<file path="src/hw/rtl/ttf_fifo.sv">
module ttf_fifo #(
  parameter int WIDTH = 8,
  parameter int DEPTH = 4
) (
  input  logic                       clk,
  input  logic                       rst_n,
  input  logic                       push,
  input  logic [WIDTH-1:0]           wdata,
  output logic                       full,
  input  logic                       pop,
  output logic [WIDTH-1:0]           rdata,
  output logic                       empty,
  output logic [$clog2(DEPTH+1)-1:0] count
);

  localparam int PW = (DEPTH > 1) ? $clog2(DEPTH) : 1;
  localparam int CW = $clog2(DEPTH + 1);

  logic [WIDTH-1:0] mem [DEPTH];
  logic [PW-1:0]    wr_ptr_r, wr_ptr_nxt;
  logic [PW-1:0]    rd_ptr_r, rd_ptr_nxt;
  logic [CW-1:0]    cnt_r, cnt_nxt;
  logic             do_push, do_pop;

  assign full    = (cnt_r == CW'(DEPTH));
  assign empty   = (cnt_r == '0);
  assign count   = cnt_r;
  assign rdata   = mem[rd_ptr_r];
  assign do_push = push && !full;
  assign do_pop  = pop && !empty;

  always_comb begin
    wr_ptr_nxt = wr_ptr_r;
    rd_ptr_nxt = rd_ptr_r;
    cnt_nxt    = cnt_r;
    if (do_push) begin
      wr_ptr_nxt = (wr_ptr_r == PW'(DEPTH - 1)) ? '0 : PW'(wr_ptr_r + 1'b1);
    end
    if (do_pop) begin
      rd_ptr_nxt = (rd_ptr_r == PW'(DEPTH - 1)) ? '0 : PW'(rd_ptr_r + 1'b1);
    end
    if (do_push && !do_pop) begin
      cnt_nxt = CW'(cnt_r + 1'b1);
    end else if (do_pop && !do_push) begin
      cnt_nxt = CW'(cnt_r - 1'b1);
    end
  end

  always_ff @(posedge clk) begin
    if (!rst_n) begin
      wr_ptr_r <= '0;
      rd_ptr_r <= '0;
      cnt_r    <= '0;
    end else begin
      wr_ptr_r <= wr_ptr_nxt;
      rd_ptr_r <= rd_ptr_nxt;
      cnt_r    <= cnt_nxt;
    end
  end

  always_ff @(posedge clk) begin
    if (do_push) begin
      mem[wr_ptr_r] <= wdata;
    end
  end

endmodule

</file>
<file path="config.mk">
export PLATFORM = sky130hd
export DESIGN_NAME = ttf_fifo
export DESIGN_NICKNAME = d
export VERILOG_FILES = /design/src/hw/rtl/ttf_fifo.sv
export SDC_FILE = /design/constraint.sdc
export NUM_CORES = 1
export LEC_CHECK = 0
export BUFFER_PORTS_ARGS = -buffer_cell sky130_fd_sc_hd__buf_4
export CAP_MARGIN = 20
export CORE_AREA = 2 2 86 71
export DETAILED_ROUTE_END_ITERATION = 10
export DIE_AREA = 0 0 88 73
export GPL_TIMING_DRIVEN = 0
export SLEW_MARGIN = 30
export SYNTH_ARGS = -nofsm -noshare
export SYNTH_HDL_FRONTEND = slang
export SYNTH_SLANG_ARGS = --single-unit
export TNS_END_PERCENT = 20
</file>
<file path="constraint.sdc">
create_clock -name clk -period 2.7 [get_ports clk]
set_clock_uncertainty 0.05 [all_clocks]
set_input_delay 0.405 -clock clk [delete_from_list [all_inputs] [get_ports clk]]
set_output_delay 0.405 -clock clk [all_outputs]
set_load 0.1 [all_outputs]
</file>
==> flow_summary.rst, run 1 <==
.. list-table::
   :header-rows: 1

   * - Metric
     - Value
   * - Status
     - complete, no violations
   * - Worst path required time
     - 2.86 ns
   * - Number of gates resized after cts
     - 0
   * - DR vias/cell
     - between 4 and 5
   * - Clock edge transition at the registers on the reported setup and hold paths
     - 0.07 ns
   * - Shortest clock period the worst path allows after layout
     - 2.42 ns
   * - Critical path's top delay family
     - compound AO/OA/AOI/OAI gates
   * - Slew at the pin with the worst max-slew slack
     - 0.705 ns
   * - Class of the tightest hold or removal check
     - primary input to flip-flop
   * - Number of hold-repair buffers added at the cts stage
     - 0
   * - Synthesized Nets
     - 112
   * - Area growth from synthesis to layout
     - 25.6%
   * - Number of synthesized register bits
     - 41
   * - Cell area after synthesis
     - around 1600 um^2
   * - Crit path largest cell delay
     - 0.63 ns
   * - Number of antenna diodes
     - 0
   * - Fin crit share
     - between 80% and 90%
   * - Clk buf depth
     - 2
   * - Final std cells w/o fill
     - ~200
   * - Fraction of final layout cells with drive strength greater than 1
     - 38.7%
   * - Tightest slew margin relative to the limit
     - 52.6%
   * - Nets@finish
     - 143
   * - Critical path origin
     - count[0]
   * - Worst Setup End Kind
     - flip-flop
   * - Distinct cell type count of the synthesized netlist
     - 23
   * - Worst Setup Slack, final
     - roughly 0.28 ns
   * - Via Count
     - around 860
   * - Endpoints failing setup
     - 0
   * - Final slew viol count
     - 0
   * - Most instantiated flip-flop cell in the synthesis netlist
     - edfxtp_1
   * - Setup WS pre-CTS
     - roughly 0.29 ns
   * - Final wirelength
     - 2680 um
   * - Maxcap violations
     - 0
   * - Number of setup buffers added after CTS
     - 0
   * - Number of flops mapped to enable cells by yosys
     - 32
   * - Fraction of synthesized area in multiplexers
     - 12.9%
   * - Mean Syn Cell Area
     - 17.5 um^2
   * - CTS tree
     - built
   * - Cell Count Post-Placement
     - 198
   * - Share of the synthesized netlist area taken by xor and xnor gates
     - 1.07%
   * - Violation count after the first detailed-route iteration
     - 41
   * - Worst flop-to-flop path startpoint
     - count[0]
   * - Crit path cell chain
     - o31ai_1, ha_4, inv_2, fa_1, xor2_1, or3_1, a21boi_0
   * - Worst Path Class, Setup
     - flip-flop to flip-flop
   * - TritonRoute pass-1 iters
     - 2
   * - Inserted Clock Buffers
     - 5
   * - Residual DRC
     - 0
   * - Adder and majority cell fraction of the synthesized area
     - 5.83%
   * - Number of nets with antenna violations after detailed routing
     - 0
   * - Startpoint of the most critical hold path
     - wdata[4]
   * - Via count of the first global-routing pass
     - 904
   * - Compound-cell area share of the yosys netlist
     - around 1.8%
   * - Post-route cell area
     - 2050 um^2
   * - Setup repair after global routing missed its margin
     - false
   * - Largest net degree at the start of global routing
     - 13
   * - Count of synthesis-stage warnings from yosys
     - 0
   * - Proportion of synthesized flip-flops having asynchronous set or reset
     - 0%
   * - Number of instances in the synthesized netlist
     - between 90 and 100
   * - Slowest stage cell, crit path
     - o31ai_1
   * - H-Tree Depth
     - 2
   * - Launching element type of the critical path
     - flip-flop
   * - Wire length of the first global-routing pass
     - 4240 um
   * - Die height
     - 73 um
   * - Sequential fraction of the synthesis area
     - between 60% and 70%
   * - Final weighted congestion of routability-driven global placement
     - between 0.6 and 0.7
   * - Clock tree sinks
     - 41
   * - GR Util All Layers
     - 9.50%
   * - Root Buffer Master
     - clkbuf_8
   * - Effective utilization at floorplan
     - between 20% and 30%
   * - Row count
     - 25
   * - Achievable frequency
     - ~410 MHz
   * - Area inside the core boundary
     - approximately 5700 um^2
   * - Critical path buffers and inverters
     - 1
   * - Combinational family with the most area after synthesis
     - multiplexers
   * - Average detailed-routed wire length per instance
     - between 10 and 15 um
   * - Total cell area at the placement stage
     - about 1900 um^2
   * - Basic-gate share of the synthesized area counting and, or, nand and nor cells
     - between 6 and 7%
   * - Max FO, Critical Path
     - 6
   * - Half-perimeter wire length of the detailed placement result
     - 1920 um
   * - Die width
     - 88 um
   * - Antenna violations before repair
     - 0
   * - Hold Violations, Final
     - 0
   * - Floorplan die area
     - approximately 6400 um^2
   * - Global-route congestion overflow total
     - 0
   * - Clock latency on the worst-skew pair
     - between 0.2 and 0.3 ns
   * - I/O pin cnt
     - 25
   * - Port-buffer cells
     - 24
   * - Data arrival time of the critical path
     - around 2.6 ns
layout make-up:
| cell class | instances | area, um^2 |
|---|---|---|
| multi-input cells | 45 | 484 |
| flip-flops and latches | 41 | 1150 |
| well taps | 81 | 101 |
| repair buffers | 24 | 180 |
| inverters | 3 | 11.3 |
| clock inverters | 2 | 35.0 |
| clock buffers | 5 | 68.8 |
| fillers | 539 | 3610 |
| plain buffers | 4 | 20.0 |
registers in the layout, summed over array words and instances (netlist names), named ones only:
name and flops:
mem 32, wr_ptr_r 2, rd_ptr_r 2, count 3
cell usage after synthesis (2+ instances only):
master / instances / share of area (%)
edfxtp_1: 32 / 59
dfxtp_1: 9 / 11
mux4_2: 8 / 11
ha_1: 6 / 4.6
nand2_1: 6 / 1.4
and2_1: 5 / 1.9
inv_1: 3 / 0.69
mux2i_1: 3 / 1.8
o21ai_0: 3 / 0.92
buf_2: 2 / 0.61
nand3_1: 2 / 0.61
nor2_1: 2 / 0.46
nor2b_1: 2 / 0.77
stage by stage:
stage	utilization [%]	TNS, ns	hold slack (ns)
5_1_grt	36.2	0	0.243
3_3_place_gp	34.3	0	0.426
2_1_floorplan	-	-0.0421	0.418
4_1_cts	36.2	0	0.250
6_report	36.2	0	0.260
3_5_place_dp	34.3	0	0.457
metal layers:
layer | vias up | global-route usage, % | share of wire (%)
li1 | 406 | - | -
met1 | 418 | 10.4 | 41
met2 | 25 | 16.1 | 51
met3 | 7 | 3.51 | 5.7
met4 | 0 | 5.13 | 1.9
met5 | - | 0 | 0
worst paths after layout:
| kind | end | slack (ns) | depth (start not counted) |
|---|---|---|---|
| min reg2reg | wr_ptr_r[1] | 0.46 | 2 |
| max reg2reg | count[2] | 0.28 | 7 |
| min | mem[3][4] | 0.26 | 1 |
| max | count[2] | 0.28 | 7 |
kinds of logic after synthesis:
family / count (synthesis)
flip-flops: 41
AND/OR/NAND/NOR: 20
multiplexers: 11
buffers and inverters: 7
adder cells (fa/ha/maj): 7
AO/OA/AOI/OAI: 5
XOR/XNOR: 2
cells in the final DEF (no fill, tap or decap), drive strengths merged, types with 2 or more instances in the layout:
cell     n
and2     5
buf     27
clkbuf   6
dfxtp    9
edfxtp  32
ha       6
inv      3
mux2i    3
mux4     8
nand2    6
nand3    2
nor2     2
nor2b    2
o21ai    3
Power of run 1 is left out: the tool's default activity adds up to more than one toggle a clock period on the data nets, which glitch-free logic cannot reach.
==> inputs of run 2 (changes only) <==
--- a/config.mk
+++ b/config.mk
@@ -7,10 +7,11 @@
 export LEC_CHECK = 0
 export BUFFER_PORTS_ARGS = -buffer_cell sky130_fd_sc_hd__buf_4
 export CAP_MARGIN = 20
-export CORE_AREA = 2 2 86 71
+export CORE_AREA = 2 2 64 54
 export DETAILED_ROUTE_END_ITERATION = 10
-export DIE_AREA = 0 0 88 73
+export DIE_AREA = 0 0 66 56
 export GPL_TIMING_DRIVEN = 0
+export PLACE_DENSITY = 0.76
 export SLEW_MARGIN = 30
 export SYNTH_ARGS = -nofsm -noshare
 export SYNTH_HDL_FRONTEND = slang
==> flow_summary.rst, run 2 (synthesized netlist as in run 1, its figures left out) <==
.. list-table::
   :header-rows: 1

   * - Metric
     - Value
   * - Residual DRC
     - 0 (unchanged)
   * - Tightest slew margin relative to the limit
     - 46.7% (-5.9 points)
   * - Cell Count Post-Placement
     - 157 (-21%)
   * - Clock edge transition at the registers on the reported setup and hold paths
     - 0.08 ns (about the same)
   * - Data arrival time of the critical path
     - 2.63 ns (+0.05 ns)
   * - Leading cell types in the layout, fill and taps excluded
     - edfxtp_1, buf_4, mux4_2
   * - Final slew viol count
     - 0 (unchanged)
   * - Shortest clock period the worst path allows after layout
     - 2.45 ns (+0.0369 ns)
   * - Number of hold-repair buffers added at the cts stage
     - 0 (unchanged)
   * - Maxcap violations
     - 0 (unchanged)
   * - CTS tree
     - built
   * - Worst path required time
     - 2.88 ns (+0.02 ns)
   * - Fin crit share
     - 90.9% (+1.4 points)
   * - Via count of the first global-routing pass
     - 932 (+3.1%)
   * - Critical path buffers and inverters
     - 1 (unchanged)
   * - TritonRoute pass-1 iters
     - 4 (+2)
   * - Final weighted congestion of routability-driven global placement
     - 0.768 (+18%)
   * - Launching element type of the critical path
     - flip-flop
   * - Largest net degree at the start of global routing
     - 14 (+1)
   * - Antenna violations before repair
     - 0 (unchanged)
   * - Fraction of final layout cells with drive strength greater than 1
     - 38.4% (-0.31 points)
   * - Area growth from synthesis to layout
     - 22.9%
   * - Inserted Clock Buffers
     - 5 (unchanged)
   * - Wire length of the first global-routing pass
     - 4490 um (+5.9%)
   * - Number of antenna diodes
     - 0 (unchanged)
   * - Slew at the pin with the worst max-slew slack
     - 0.793 ns (+0.0879 ns)
   * - Half-perimeter wire length of the detailed placement result
     - 1850 um (-3.5%)
   * - Final std cells w/o fill
     - 165 (-20%)
   * - Crit path largest cell delay
     - 0.70 ns (+0.07 ns)
   * - Critical path's top delay family
     - compound AO/OA/AOI/OAI gates
   * - Average detailed-routed wire length per instance
     - 16.3 um (+25%)
   * - Total cell area at the placement stage
     - 1890 um^2 (-2.6%)
   * - Violation count after the first detailed-route iteration
     - 69 (+68%)
   * - Number of nets with antenna violations after detailed routing
     - 0 (unchanged)
   * - Fill count
     - 219 (-59%)
   * - I/O pin cnt
     - 25 (unchanged)
   * - Row count
     - 18 (-28%)
   * - Global-route congestion overflow total
     - 0 (unchanged)
   * - Worst Path Class, Setup
     - flip-flop to flip-flop
   * - Class of the tightest hold or removal check
     - primary input to flip-flop
   * - Worst hold slack
     - 0.251 ns (-0.00914 ns)
   * - Clk buf depth
     - 2 (unchanged)
   * - Die height
     - 56 um (-23%)
   * - Number of setup buffers added after CTS
     - 0 (unchanged)
   * - Status
     - complete, no violations
   * - Hold Violations, Final
     - 0 (unchanged)
   * - Clock latency on the worst-skew pair
     - 0.30 ns (about the same)
   * - DR vias/cell
     - 5.19 (+24%)
   * - Largest Register
     - mem
   * - Most common cell after layout, fill and taps aside
     - edfxtp_1
   * - Achievable frequency
     - 407 MHz (-1.5%)
   * - Clock tree sinks
     - 41 (unchanged)
   * - Post-route cell area
     - 2000 um^2 (-2.2%)
   * - Max FO, Critical Path
     - 6 (unchanged)
   * - Crit path cell chain
     - o31ai_1, ha_4, inv_2, fa_1, xor2_1, or3_1, a21boi_0
   * - Slowest stage cell, crit path
     - o31ai_1
   * - Area inside the core boundary
     - 3020 um^2 (-47%)
   * - Root Buffer Master
     - clkbuf_8
   * - Final wirelength
     - 2700 um (+0.48%)
   * - Endpoints failing setup
     - 0 (unchanged)
   * - Setup repair after global routing missed its margin
     - false
   * - Die width
     - 66 um (-25%)
   * - Port-buffer cells
     - 24 (unchanged)
   * - Via Count
     - 856 (unchanged)
   * - H-Tree Depth
     - 2 (unchanged)
   * - Number of gates resized after cts
     - 0 (unchanged)
   * - Effective utilization at floorplan
     - 54.0% (+25 points)
   * - Floorplan die area
     - 3700 um^2 (-42%)
   * - Nets@finish
     - 143 (unchanged)
   * - Number of flip-flops under the largest register name
     - 32 (unchanged)
   * - GR Util All Layers
     - 17.3% (+7.8 points)
   * - Worst Setup End Kind
     - flip-flop
run 2: changes by cell type in the layout (fill, tap and decap cells not counted), sizes merged:
cell,before,now
clkinvlp,0,1
run 2: final timing paths:
kind,startpoint,slack [ns],cells past startpoint,endpoint
max,count[0],0.25,7,count[2]
min,wdata[5],0.25,1,mem[3][5]
max reg2reg,count[0],0.25,7,count[2]
min reg2reg,wr_ptr_r[1],0.46,2,wr_ptr_r[1]
run 2: area by class of cell:
type | count | area (um^2) | area share (%)
Inverter | 3 | 11.3 | 0.562
Multi-Input combinational cell | 45 | 484 | 24.2
Timing Repair Buffer | 24 | 180 | 8.99
Tap cell | 40 | 50.0 | 2.50
Clock buffer | 5 | 68.8 | 3.44
Clock inverter | 3 | 41.3 | 2.06
Buffer | 4 | 20.0 | 0.999
Sequential cell | 41 | 1150 | 57.3
run 2: metal layers:
metal  global-route usage (%)  wire length [um]
met1                     21.0              1170
met2                     27.6              1360
met3                     6.88               119
met4                     7.00                49
met5                        0                 0
run 2: stage by stage:
stage               setup slack, ns  util, %  TNS [ns]
floorplan                   -0.0421        -   -0.0421
global placement              0.382     62.7         0
detailed placement            0.265     62.7         0
CTS                           0.234     66.4         0
global route                  0.131     66.4         0
finish                        0.246     66.4         0
Power of run 2 is left out for the same reason.
