$ cat src/hw/rtl/ttf_pkg.sv
package ttf_pkg;

  // fixed field widths
  localparam int MODE_W    = 1;
  localparam int TIDX_W    = 12;
  localparam int TVAL_W    = 8;
  localparam int OFFSET_W  = 23;
  localparam int WIDTH_W   = 12;
  localparam int HEIGHT_W  = 12;
  localparam int PITCH_W   = 13;
  localparam int STEP_W    = 24;
  localparam int SCALE_W   = 2;
  localparam int CFG_IDX_W = 3;
  localparam int CFG_DAT_W = 24;

  // tile geometry
  localparam int TILE_SIZE   = 64;
  localparam int TILE_BITS   = 6;
  localparam int STORE_DEPTH = TILE_SIZE * TILE_SIZE;

  // parameter defaults
  localparam int DEF_MAX_WIDTH  = 2048;
  localparam int DEF_MAX_HEIGHT = 2048;
  localparam int DEF_MAX_PITCH  = 4096;
  localparam int DEF_FRAC_WIDTH = 16;

  // queue depths
  localparam int CMD_DEPTH = 4;
  localparam int OUT_DEPTH = 4;

  // register reset values
  localparam logic [WIDTH_W-1:0]  RST_WIDTH  = WIDTH_W'(320);
  localparam logic [HEIGHT_W-1:0] RST_HEIGHT = HEIGHT_W'(200);
  localparam logic [PITCH_W-1:0]  RST_PITCH  = PITCH_W'(320);
  localparam logic [STEP_W-1:0]   RST_STEP   = STEP_W'(65536);

  typedef enum logic [SCALE_W-1:0] {
    SCALE_UNIT    = 2'd0,
    SCALE_DOUBLE  = 2'd1,
    SCALE_GENERAL = 2'd2
  } scale_t;

  typedef enum logic [CFG_IDX_W-1:0] {
    REG_WIDTH  = 3'd0,
    REG_HEIGHT = 3'd1,
    REG_PITCH  = 3'd2,
    REG_XSTEP  = 3'd3,
    REG_YSTEP  = 3'd4,
    REG_SCALE  = 3'd5
  } reg_idx_t;

  typedef enum logic [MODE_W-1:0] {
    MODE_LOAD = 1'b0,
    MODE_STEP = 1'b1
  } mode_t;

  typedef struct packed {
    logic [WIDTH_W-1:0]  width;
    logic [HEIGHT_W-1:0] height;
    logic [PITCH_W-1:0]  pitch;
    logic [STEP_W-1:0]   x_step;
    logic [STEP_W-1:0]   y_step;
    logic [SCALE_W-1:0]  scale;
  } cfg_t;

  // one beat between front and back
  typedef struct packed {
    logic                is_load;
    logic [TIDX_W-1:0]   addr;
    logic [TVAL_W-1:0]   value;
    logic [OFFSET_W-1:0] offset;
    logic                frame_end;
  } cmd_t;

  typedef struct packed {
    logic [OFFSET_W-1:0] offset;
    logic [TVAL_W-1:0]   pixel;
    logic                frame_end;
  } res_t;

endpackage

$ cat src/hw/rtl/ttf_front.sv
module ttf_front #(
  parameter int MAX_WIDTH  = ttf_pkg::DEF_MAX_WIDTH,
  parameter int MAX_HEIGHT = ttf_pkg::DEF_MAX_HEIGHT,
  parameter int MAX_PITCH  = ttf_pkg::DEF_MAX_PITCH,
  parameter int FRAC_WIDTH = ttf_pkg::DEF_FRAC_WIDTH
) (
  input  logic                       clk,
  input  logic                       rst_n,
  input  ttf_pkg::cfg_t              cfg,
  input  logic                       in_push,
  output logic                       in_full,
  input  logic [ttf_pkg::MODE_W-1:0] in_mode,
  input  logic [ttf_pkg::TIDX_W-1:0] in_texel_index,
  input  logic [ttf_pkg::TVAL_W-1:0] in_texel_value,
  output logic                       cmd_push,
  output ttf_pkg::cmd_t              cmd,
  input  logic                       cmd_full
);
  import ttf_pkg::*;

  localparam int CW = $clog2(MAX_WIDTH + 1);
  localparam int RW = $clog2(MAX_HEIGHT + 1);
  localparam int PW = $clog2(MAX_PITCH + 1);
  localparam int AW = TILE_BITS + FRAC_WIDTH;
  localparam int SH = 16 - FRAC_WIDTH;

  logic [CW-1:0]       col_r, col_nxt;
  logic [RW-1:0]       row_r, row_nxt;
  logic [AW-1:0]       xacc_r, xacc_nxt;
  logic [AW-1:0]       yacc_r, yacc_nxt;
  logic [OFFSET_W-1:0] base_r, base_nxt;

  logic [CW-1:0] w_eff;
  logic [RW-1:0] h_eff;
  logic [PW-1:0] p_eff;
  logic [AW-1:0] xs, ys;
  logic          accept, is_step, row_last, frame_last;

  assign in_full  = cmd_full;
  assign accept   = in_push && !cmd_full;
  assign is_step  = (in_mode == MODE_STEP);
  assign cmd_push = accept;

  // zero width or height acts as one, oversize saturates
  always_comb begin
    if (cfg.width == '0) begin
      w_eff = CW'(1);
    end else if (32'(cfg.width) > 32'(MAX_WIDTH)) begin
      w_eff = CW'(MAX_WIDTH);
    end else begin
      w_eff = CW'(cfg.width);
    end
    if (cfg.height == '0) begin
      h_eff = RW'(1);
    end else if (32'(cfg.height) > 32'(MAX_HEIGHT)) begin
      h_eff = RW'(MAX_HEIGHT);
    end else begin
      h_eff = RW'(cfg.height);
    end
    if (32'(cfg.pitch) > 32'(MAX_PITCH)) begin
      p_eff = PW'(MAX_PITCH);
    end else begin
      p_eff = PW'(cfg.pitch);
    end
  end

  always_comb begin
    case (cfg.scale)
      SCALE_UNIT: begin
        xs = AW'(1) << FRAC_WIDTH;
        ys = AW'(1) << FRAC_WIDTH;
      end
      SCALE_DOUBLE: begin
        xs = AW'(1) << (FRAC_WIDTH - 1);
        ys = AW'(1) << (FRAC_WIDTH - 1);
      end
      default: begin
        xs = AW'(cfg.x_step >> SH);
        ys = AW'(cfg.y_step >> SH);
      end
    endcase
  end

  assign row_last   = ((CW + 1)'(col_r) + 1'b1) >= (CW + 1)'(w_eff);
  assign frame_last = row_last && (((RW + 1)'(row_r) + 1'b1) >= (RW + 1)'(h_eff));

  always_comb begin
    cmd.is_load   = !is_step;
    cmd.value     = in_texel_value;
    cmd.addr      = is_step ? {yacc_r[AW-1:FRAC_WIDTH], xacc_r[AW-1:FRAC_WIDTH]}
                            : in_texel_index;
    cmd.offset    = OFFSET_W'(base_r + OFFSET_W'(col_r));
    cmd.frame_end = frame_last;
  end

  always_comb begin
    col_nxt  = col_r;
    row_nxt  = row_r;
    xacc_nxt = xacc_r;
    yacc_nxt = yacc_r;
    base_nxt = base_r;
    if (accept && is_step) begin
      if (frame_last) begin
        col_nxt  = '0;
        row_nxt  = '0;
        xacc_nxt = '0;
        yacc_nxt = '0;
        base_nxt = '0;
      end else if (row_last) begin
        col_nxt  = '0;
        xacc_nxt = '0;
        row_nxt  = RW'(row_r + 1'b1);
        yacc_nxt = AW'(yacc_r + ys);
        base_nxt = OFFSET_W'(base_r + OFFSET_W'(p_eff));
      end else begin
        col_nxt  = CW'(col_r + 1'b1);
        xacc_nxt = AW'(xacc_r + xs);
      end
    end
  end

  always_ff @(posedge clk) begin
    if (!rst_n) begin
      col_r  <= '0;
      row_r  <= '0;
      xacc_r <= '0;
      yacc_r <= '0;
      base_r <= '0;
    end else begin
      col_r  <= col_nxt;
      row_r  <= row_nxt;
      xacc_r <= xacc_nxt;
      yacc_r <= yacc_nxt;
      base_r <= base_nxt;
    end
  end

  a_col_bound: assert property (@(posedge clk) disable iff (!rst_n)
    32'(col_r) < 32'(MAX_WIDTH))
    else $error("column counter past max width");

  a_frame_restart: assert property (@(posedge clk) disable iff (!rst_n)
    (accept && is_step && frame_last) |=> (col_r == '0 && row_r == '0 && base_r == '0))
    else $error("frame end did not restart raster");

endmodule

$ cat config.mk
export PLATFORM = sky130hd
export DESIGN_NAME = ttf_front
export DESIGN_NICKNAME = d
export VERILOG_FILES = /design/src/hw/rtl/ttf_pkg.sv /design/src/hw/rtl/ttf_front.sv
export SDC_FILE = /design/constraint.sdc
export NUM_CORES = 1
export LEC_CHECK = 0
export BUFFER_PORTS_ARGS = -buffer_cell sky130_fd_sc_hd__buf_2
export CAP_MARGIN = 20
export CORE_MARGIN = 4
export CORE_UTILIZATION = 52
export CTS_CLUSTER_DIAMETER = 60
export DETAILED_ROUTE_END_ITERATION = 10
export HOLD_SLACK_MARGIN = 0.06
export PLACE_DENSITY = 0.83
export SLEW_MARGIN = 40
export SYNTH_ARGS = -nofsm -noshare
export SYNTH_HDL_FRONTEND = slang
export SYNTH_SLANG_ARGS = --single-unit
$ cat constraint.sdc
create_clock -name clk -period 3.59 [get_ports clk]
set_input_delay 0.5385 -clock clk [delete_from_list [all_inputs] [get_ports clk]]
set_output_delay 0.5385 -clock clk [all_outputs]
set_load 0.1 [all_outputs]
==> results.txt, run 1 <==
post-synthesis net count -> 1277
Fin. Hold Viols -> 0
antenna violations before repair -> 0
Yosys reg bits -> 91
Layout fillers -> 1274
Worst Path Required -> 3.05 ns
GR Util met3 -> 3.04%
footprint of the multi-input gates -> 6240 um^2
nets@finish -> 1417
Sequential Area -> 1830 um^2
Setup crit end kind -> output port
worst setup margin -> 0.0380 ns
post-DR wirelength/cell -> 15.1 um
grt ovf -> 0
EDFF count, synth -> 0
drt drc -> 0
clk_skew -> 0.00873 ns
class of the most critical hold timing path -> register to register
fmax -> 0.282 GHz
# setup viols final -> 0
drt first pass iters -> 5
first-pass GRT wire length -> 35000 um
DP Wirelength -> 16100 um
GR Util met1 -> 29.8%
final std cells w/o fill -> 1424
Post-Synthesis Cells -> 1068
DIE AREA -> 17700 um^2
ANT cells -> 0
CTS hold repair buffers -> 0
vias in the first global route -> 7649
Finished Core Util -> 65.4%
Post-Syn Area -> 8110 um^2
total chip power -> 2.39 mW
register area share after synthesis -> 22.5%
RSZ-0062 raised after global routing -> true
Via Count -> 8082
Avg Inst Size Synth -> 7.60 um^2
synth warn -> 0
PD cells -> 240 nW/um^2
ys flop type -> dfxtp_1
largest net degree at the start of global routing -> 55
dpl cells -> 1403
final period utilization -> 98.9%
DRT iter0 DRCs -> 529
number of placed I/O pins -> 159
min Tclk post-route -> 3.55 ns
# rows -> 45
Skew-Pair Late Insertion Delay -> 0.35 ns
GPL Wtd Cong -> 0.889
die span in y -> 133 um
Sink Count -> 91
core area -> 15300 um^2
Die Width -> 133 um
clk buf depth -> 2
Vias/cell -> 5.68
Yosys cell types -> 72
share of layout cells above drive strength 1 -> 22.8%
H-tree levels -> 3
crit path DAT -> 3.01 ns
GRT busiest layer -> met2
CTS clk-pin slew, worst paths -> 0.07 ns
Port Buf Inserts -> 138
pre-CTS setup slack -> -0.0966 ns
root buf cell -> clkbuf_16
total wire length -> 21500 um
post-route ant nets -> 0
critical path peak fanout -> 4
CTS tree -> built
max-capacitance violation count -> 0
GRT met2 Usage -> 40.0%
GRT Total Usage -> 23.6%
Worst Tran Pin Value -> 0.615 ns
Async SR Flop Fraction -> 0%
P&R area growth vs syn -> 23.1%
critical path class -> register to output port
status -> complete, no violations
Final Max Tran Viols -> 0
Hold WS -> 0.457 ns
Lkg Pwr -> 4.56 nW
Rel. slew slack -> 59.0%
Max IR drop VDD -> 198 uV
crit path launch type -> register
Initial Utilization -> 53.2%
total CTS buffers -> 9
==> path summary, 6_finish.rpt <==
path,startpoint,to,slack (ns),cells past startpoint
setup / recovery,col_r[0],cmd[11],0.04,14
hold / removal,row_r[11],row_r[11],0.46,2
hold reg to reg,row_r[11],row_r[11],0.46,2
setup reg to reg,col_r[1],base_r[18],0.26,14
==> synthesized netlist by cell type, types with 5 or more instances <==
cell type	instances	area share [%]
nor4_1	6	0.46
a211o_1	5	0.54
nand2_1	119	5.5
a21oi_1	100	6.2
buf_4	10	0.93
nor3_1	16	0.99
xnor2_1	46	5.0
o21a_1	9	0.83
mux2_2	12	1.7
o21ai_0	63	3.9
xor2_1	34	3.7
and2_1	45	3.5
and3_1	14	1.1
nor2_1	84	3.9
or3_1	12	0.93
o21bai_1	7	0.65
nor2b_1	25	1.9
buf_2	5	0.31
clkbuf_1	35	1.6
inv_1	33	1.5
o211ai_1	5	0.46
nand3b_1	10	0.93
a22oi_1	16	1.5
dfxtp_1	91	22
nand3_1	59	3.6
nand2b_1	10	0.77
ha_1	93	14
a21o_1	21	1.9
a31oi_1	8	0.62
nand4_1	7	0.54
==> repair_timing <==
action | in CTS | in global routing
resized for setup | 26 | 36
endpoints found under the setup margin | 21 | 25
buffers inserted | 2 | 3
pin swaps | 9 | 16
==> flip-flops by register name, summed over array words and instances, names as in the netlist <==
register,cells
xacc_r,22
yacc_r,22
col_r,12
base_r,23
row_r,12
==> per-stage QoR <==
stage | setup TNS (ns) | instance area (um^2)
finish | 0 | 9990
detailed placement | -0.113 | 9460
floorplan | -0.612 | 8260
global route | -0.140 | 9990
CTS | -0.00433 | 9830
global placement | 0 | 9460
==> placed cells by master (no fill, tap or decap), drive strengths merged, types with 45 or more instances in the layout <==
master,synthesis,final
buf,16,178
nand2,119,119
a21oi,102,102
ha,93,93
dfxtp,91,91
nor2,86,86
o21ai,66,66
nand3,61,61
xnor2,46,46
and2,45,45
==> power breakdown <==
| part | internal, mW | switching (mW) |
|---|---|---|
| clock network | 0.527 | 0.410 |
| logic | 0.161 | 0.272 |
| registers | 1.02 | 0.00716 |
| total | 1.71 | 0.689 |
==> routing by layer <==
layer  wire length, um  share of wire, %
met1              9480                44
met2             10300                48
met3              1050               4.9
met4               639               3.0
met5                 0                 0
==> worst max-delay path, stage by stage, from the launching register on <==
cell	delay [ns]
dfxtp_4	0.39
ha_2	0.18
inv_1	0.06
fa_2	0.38
nor2b_2	0.15
o21ai_2	0.09
a21boi_2	0.19
o21ai_2	0.08
a21boi_2	0.18
buf_4	0.14
o21a_1	0.13
o21a_1	0.16
o21ai_1	0.08
a21oi_2	0.25
buf_12	0.21
==> cell families after synthesis <==
family,share of synthesized area [%]
xor+xnor,8.64
fa+ha+maj,15.3
simple gates,26.2
buf+inv,4.47
mux,2.04
flops,22.5
compound gates,20.9
==> cell type report <==
type	count	share of cell area, %
clock buffer	13	2.71
clock inverter	3	0.213
inverter	34	1.30
multi-input combinational	892	62.5
sequential	91	18.4
tap	211	2.64
timing repair buffer	180	12.3
No activity file was read; power rests on OpenSTA's default activity.
==> run 2, diff against run 1 <==
- CORE_MARGIN: 4 -> 1
- CTS_CLUSTER_DIAMETER: 60 -> default
- GPL_ROUTABILITY_DRIVEN: default -> 0
==> run 2 against run 1 <==
Net effect:
- the run now ends with negative setup slack left
- largest cell class unchanged
- largest power group unchanged
- critical path depth down 2
- via count is 1.2% higher
- clock skew fell by 0.0047 ns
- sequential share of layout area hardly changed
- highest routed layer unchanged
- flip-flop and latch count stayed put
==> results.txt, run 2 (synthesized netlist as in run 1, its figures left out) <==
status -> finished with violations
failing checks -> negative setup slack
number of flip-flops in the largest register -> 23
Finished Core Util -> 65.5%
Layout fillers -> 1257
Comb pwr share -> 17.7%
sequential share of power -> 41.4%
largest net degree at the start of global routing -> 44
ANT cells -> 0
drt first pass iters -> 4
vias in the first global route -> 7684
DP Wirelength -> 15900 um
Max IR drop VDD -> 179 uV
CTS clk-pin slew, worst paths -> 0.07 ns
Die Width -> 127 um
Int Power -> 1.77 mW
Port Buf Inserts -> 138
crit path launch type -> register
# setup viols final -> 1
post-DR wirelength/cell -> 15.2 um
setup TNS -> -0.0158 ns
total wire length -> 21400 um
critical path class -> register to output port
Final Max Tran Viols -> 0
RR Startpoint -> row_r[0]
Sw Ratio -> 28.3%
Top reg by flops -> base_r
Regs by FF count -> base_r (23), xacc_r (22), yacc_r (22)
crit path DAT -> 3.07 ns
design area -> 9950 um^2
reg2reg end -> yacc_r[21]
Sink Count -> 91
min Tclk post-route -> 3.61 ns
clk_skew -> 0.00403 ns
r2r worst-path depth -> 12
RSZ-0062 raised after global routing -> true
final period utilization -> 100%
Setup crit end kind -> output port
die span in y -> 127 um
GRT Total Usage -> 26.6%
Hold WS -> 0.456 ns
clk buf depth -> 2
total chip power -> 2.48 mW
drt drc -> 0
most common cell after layout, fill and taps aside -> buf_2
worst setup margin -> -0.0158 ns
reg2reg setup slack -> 0.25 ns
DIE AREA -> 16100 um^2
WHS Path Cells -> 2
fmax -> 0.277 GHz
Vias/cell -> 5.82
core area -> 15200 um^2
root buf cell -> clkbuf_16
Worst Path Required -> 3.05 ns
hold path startpoint -> row_r[11]
CTS tree -> built
Rel. slew slack -> 46.5%
P&R area growth vs syn -> 22.7%
Hold Path End -> row_r[11]
class of the most critical hold timing path -> register to register
critical path peak fanout -> 4
total CTS buffers -> 9
share of layout cells above drive strength 1 -> 22.7%
number of placed I/O pins -> 159
CTS hold repair buffers -> 0
nets@finish -> 1421
DRT iter0 DRCs -> 489
clock power share -> 41.0%
max-capacitance violation count -> 0
most frequent cells in the layout -> 123 x buf_2, 119 x nand2_1, 96 x a21oi_1, 91 x ha_1, 88 x dfxtp_1
Lkg Pwr -> 4.58 nW
grt ovf -> 0
Fin. Hold Viols -> 0
P_sw -> 0.701 mW
antenna violations before repair -> 0
Initial Utilization -> 53.4%
H-tree levels -> 3
PD cells -> 249 nW/um^2
Via Count -> 8176
Worst Tran Pin Value -> 0.803 ns
cell area after placement -> 9470 um^2
post-route ant nets -> 0
# rows -> 45
first-pass GRT wire length -> 34900 um
Skew-Pair Late Insertion Delay -> 0.35 ns
-- run 2: how the worst max path moves through the flow --
| stage | start | to | cells past startpoint |
|---|---|---|---|
| floorplan | col_r[0] | cmd[23] | 12 |
| global placement | col_r[0] | cmd[23] | 13 |
| detailed placement | col_r[0] | cmd[23] | 13 |
| CTS | col_r[0] | cmd[23] | 14 |
| global route | col_r[1] | cmd[0] | 14 |
| finish | row_r[0] | cmd[0] | 12 |
-- run 2: through the flow --
stage / cells / setup WS [ns]
6_report: 1405 / -0.0158
2_1_floorplan: 1068 / -0.398
3_5_place_dp: 1385 / -0.124
3_3_place_gp: 1385 / 0.0394
5_1_grt: 1405 / -0.177
4_1_cts: 1404 / -0.00146
-- run 2: critical path: stages (launching register included) --
cell	delay [ns]
dfxtp_1	0.34
ha_1	0.18
and3_4	0.19
and3_4	0.20
nand3_4	0.10
xnor2_1	0.17
ha_1	0.34
a22o_1	0.25
o41ai_2	0.22
and4_2	0.33
or2_1	0.16
inv_2	0.08
buf_12	0.17
-- run 2: what timing repair did --
item / CTS / global route
endpoints found under the setup margin: 12 / 21
gates resized for setup: 31 / 18
setup buffers: 3 / 1
pin swaps: 13 / 14
-- run 2: layout make-up --
cell class / count / area, um^2 / area share, %
well taps: 188 / 235 / 2.36
clock inverters: 4 / 47.5 / 0.478
inverters: 34 / 128 / 1.28
multi-input cells: 892 / 6200 / 62.3
flip-flops and latches: 91 / 1830 / 18.4
clock buffers: 12 / 267 / 2.68
repair buffers: 184 / 1250 / 12.6
-- run 2: power groups by stage --
stage          combinational, mW  clock, mW  sequential (mW)
6_report                   0.437       1.01             1.02
5_1_grt                    0.476       1.06             1.02
4_1_cts                    0.435       1.03             1.02
3_5_place_dp               0.432          0             1.05
3_3_place_gp               0.421          0             1.05
2_1_floorplan              0.348          0             1.05
-- run 2: metal layers --
| layer | up-vias | share of wire, % | track usage, % |
|---|---|---|---|
| li1 | 4069 | - | - |
| met1 | 3803 | 45 | 33.7 |
| met2 | 267 | 48 | 46.5 |
| met3 | 37 | 5.1 | 2.74 |
| met4 | 0 | 2.3 | 9.87 |
| met5 | - | 0 | 0 |
==> run 3, diff against run 2 <==
- BUFFER_PORTS_ARGS: -buffer_cell sky130_fd_sc_hd__buf_2 -> default
- CORE_UTILIZATION: 52 -> 55
- DONT_BUFFER_PORTS: default -> 1
- PLACE_DENSITY: 0.83 -> 0.77
==> run 3 against run 2 <==
Net effect:
- the run now ends clean
- clock-buffer cell count is 2 lower
- flip-flop and latch count stayed put
- sequential power hardly changed
- clock skew is 0.0052 ns higher
- critical path depth stayed put
- worst hold slack worse by 0.14 ns
- non-clock buffer count is 116 lower
- final cell count is 8.5% lower
- critical endpoint unchanged
==> results.txt, run 3 (synthesized netlist as in run 1, its figures left out) <==
Lkg Pwr -> 4.15 nW
CTS clk-pin slew, worst paths -> 0.07 ns
crit path from -> row_r[0]
status -> complete, no violations
GRT Total Usage -> 26.5%
Regs by FF count -> base_r (23), xacc_r (22), yacc_r (22)
CTS tree -> built
clock power share -> 43.6%
fmax -> 0.284 GHz
DIE AREA -> 15200 um^2
post-DR wirelength/cell -> 15.8 um
Top reg by flops -> base_r
Vias/cell -> 5.94
Port Buf Inserts -> 0
Die Width -> 123 um
min Tclk post-route -> 3.52 ns
most common cell after layout, fill and taps aside -> nand2_1
vias in the first global route -> 6833
post-route ant nets -> 0
first-pass GRT wire length -> 32000 um
root buf cell -> clkbuf_16
cell area after placement -> 8920 um^2
# rows -> 44
Setup crit end kind -> output port
Final Max Tran Viols -> 0
Comb pwr share -> 14.5%
antenna violations before repair -> 2
final period utilization -> 98.1%
Skew-Pair Late Insertion Delay -> 0.36 ns
die span in y -> 123 um
Worst Tran Pin Value -> 0.823 ns
RSZ-0062 raised after global routing -> true
Rel. slew slack -> 45.1%
H-tree levels -> 3
Max IR drop VDD -> 259 uV
Initial Utilization -> 56.0%
DRT iter0 DRCs -> 389
critical path peak fanout -> 4
Int Power -> 1.77 mW
Via Count -> 7634
RR Startpoint -> row_r[0]
Sink Count -> 91
PD cells -> 255 nW/um^2
critical path class -> register to output port
most frequent cells in the layout -> 119 x nand2_1, 97 x a21oi_1, 91 x ha_1, 85 x dfxtp_1, 76 x nor2_1
number of flip-flops in the largest register -> 23
# setup viols final -> 0
drt first pass iters -> 7
max-capacitance violation count -> 0
clk_skew -> 0.00919 ns
class of the most critical hold timing path -> input port to register
crit path launch type -> register
Hold WS -> 0.314 ns
core area -> 14500 um^2
DP Wirelength -> 14900 um
largest net degree at the start of global routing -> 52
nets@finish -> 1305
Sw Ratio -> 27.5%
total CTS buffers -> 9
Worst Path Required -> 3.05 ns
share of layout cells above drive strength 1 -> 16.0%
clk buf depth -> 2
grt ovf -> 0
P&R area growth vs syn -> 17.9%
number of placed I/O pins -> 159
total wire length -> 20300 um
design area -> 9570 um^2
P_sw -> 0.672 mW
Fin. Hold Viols -> 0
hold path startpoint -> rst_n
sequential share of power -> 41.9%
crit path DAT -> 2.98 ns
drt drc -> 0
run 3: cell types whose count changed in the layout (fill, tap and decap cells not counted), sizes merged:
| cell | previous run | this run |
|---|---|---|
| buf | 184 | 68 |
| clkinvlp | 1 | 0 |
| bufinv | 1 | 2 |
| diode | 0 | 2 |
| clkbuf | 12 | 10 |
| inv | 34 | 35 |
run 3: final cells by class:
class | instances | area (um^2)
multi-input combinational | 892 | 6340
fill | 1202 | 4910
sequential | 91 | 1840
timing repair buffer | 68 | 698
clock buffer | 10 | 239
tap | 184 | 230
inverter | 34 | 130
clock inverter | 5 | 86.3
antenna | 2 | 5.00
run 3: worst paths after layout:
path	end	slack, ns	cells past startpoint
worst max-delay path	cmd[0]	0.07	12
worst min-delay path	yacc_r[11]	0.31	1
worst max register to register	yacc_r[21]	0.17	15
worst min register to register	yacc_r[3]	0.46	2
run 3: timing repair:
item                       in CTS  in global routing
setup endpoints to repair      14                 20
resized for setup              25                 38
hold buffers                    0                  0
cloned                          0                  0
buffers inserted                5                  7
pin swaps                       7                 18
run 3: metrics by stage:
| step | setup slack (ns) | util, % | total power, mW | std cells | setup TNS, ns |
|---|---|---|---|---|---|
| 2_1_floorplan | -0.398 | - | 1.39 | 1068 | -0.612 |
| 3_3_place_gp | 0.0595 | 61.6 | 1.39 | 1257 | 0 |
| 5_1_grt | -0.101 | 66.1 | 2.52 | 1286 | -0.318 |
| 6_report | 0.0670 | 66.1 | 2.44 | 1286 | 0 |
| 3_5_place_dp | 0.00683 | 61.6 | 1.39 | 1257 | 0 |
| 4_1_cts | 0.00386 | 64.5 | 2.45 | 1277 | 0 |
run 3: critical path, cell delays in order, from the launching register on:
cell and delay (ns):
dfxtp_1 0.34, ha_1 0.16, and3_1 0.19, and3_4 0.21, nand3_4 0.11, xnor2_1 0.27, ha_1 0.30, a22o_1 0.25
o41ai_2 0.19, and4_4 0.29, or2_4 0.13, inv_2 0.04, buf_12 0.15
run 3: power groups by stage:
| stage | Sequential (mW) | Clock (mW) | Combinational (mW) |
|---|---|---|---|
| detailed placement | 1.05 | 0 | 0.345 |
| global placement | 1.05 | 0 | 0.338 |
| global route | 1.02 | 1.12 | 0.384 |
| finish | 1.02 | 1.06 | 0.353 |
| floorplan | 1.05 | 0 | 0.348 |
| CTS | 1.02 | 1.08 | 0.348 |
run 3: per-layer routing:
layer / vias up / GRT usage, % / part of all wire [%]
li1: 3836 / - / -
met5: - / 0 / 0
met3: 21 / 3.27 / 5.0
met1: 3554 / 34.0 / 45
met2: 223 / 45.3 / 49
met4: 0 / 9.49 / 1.5
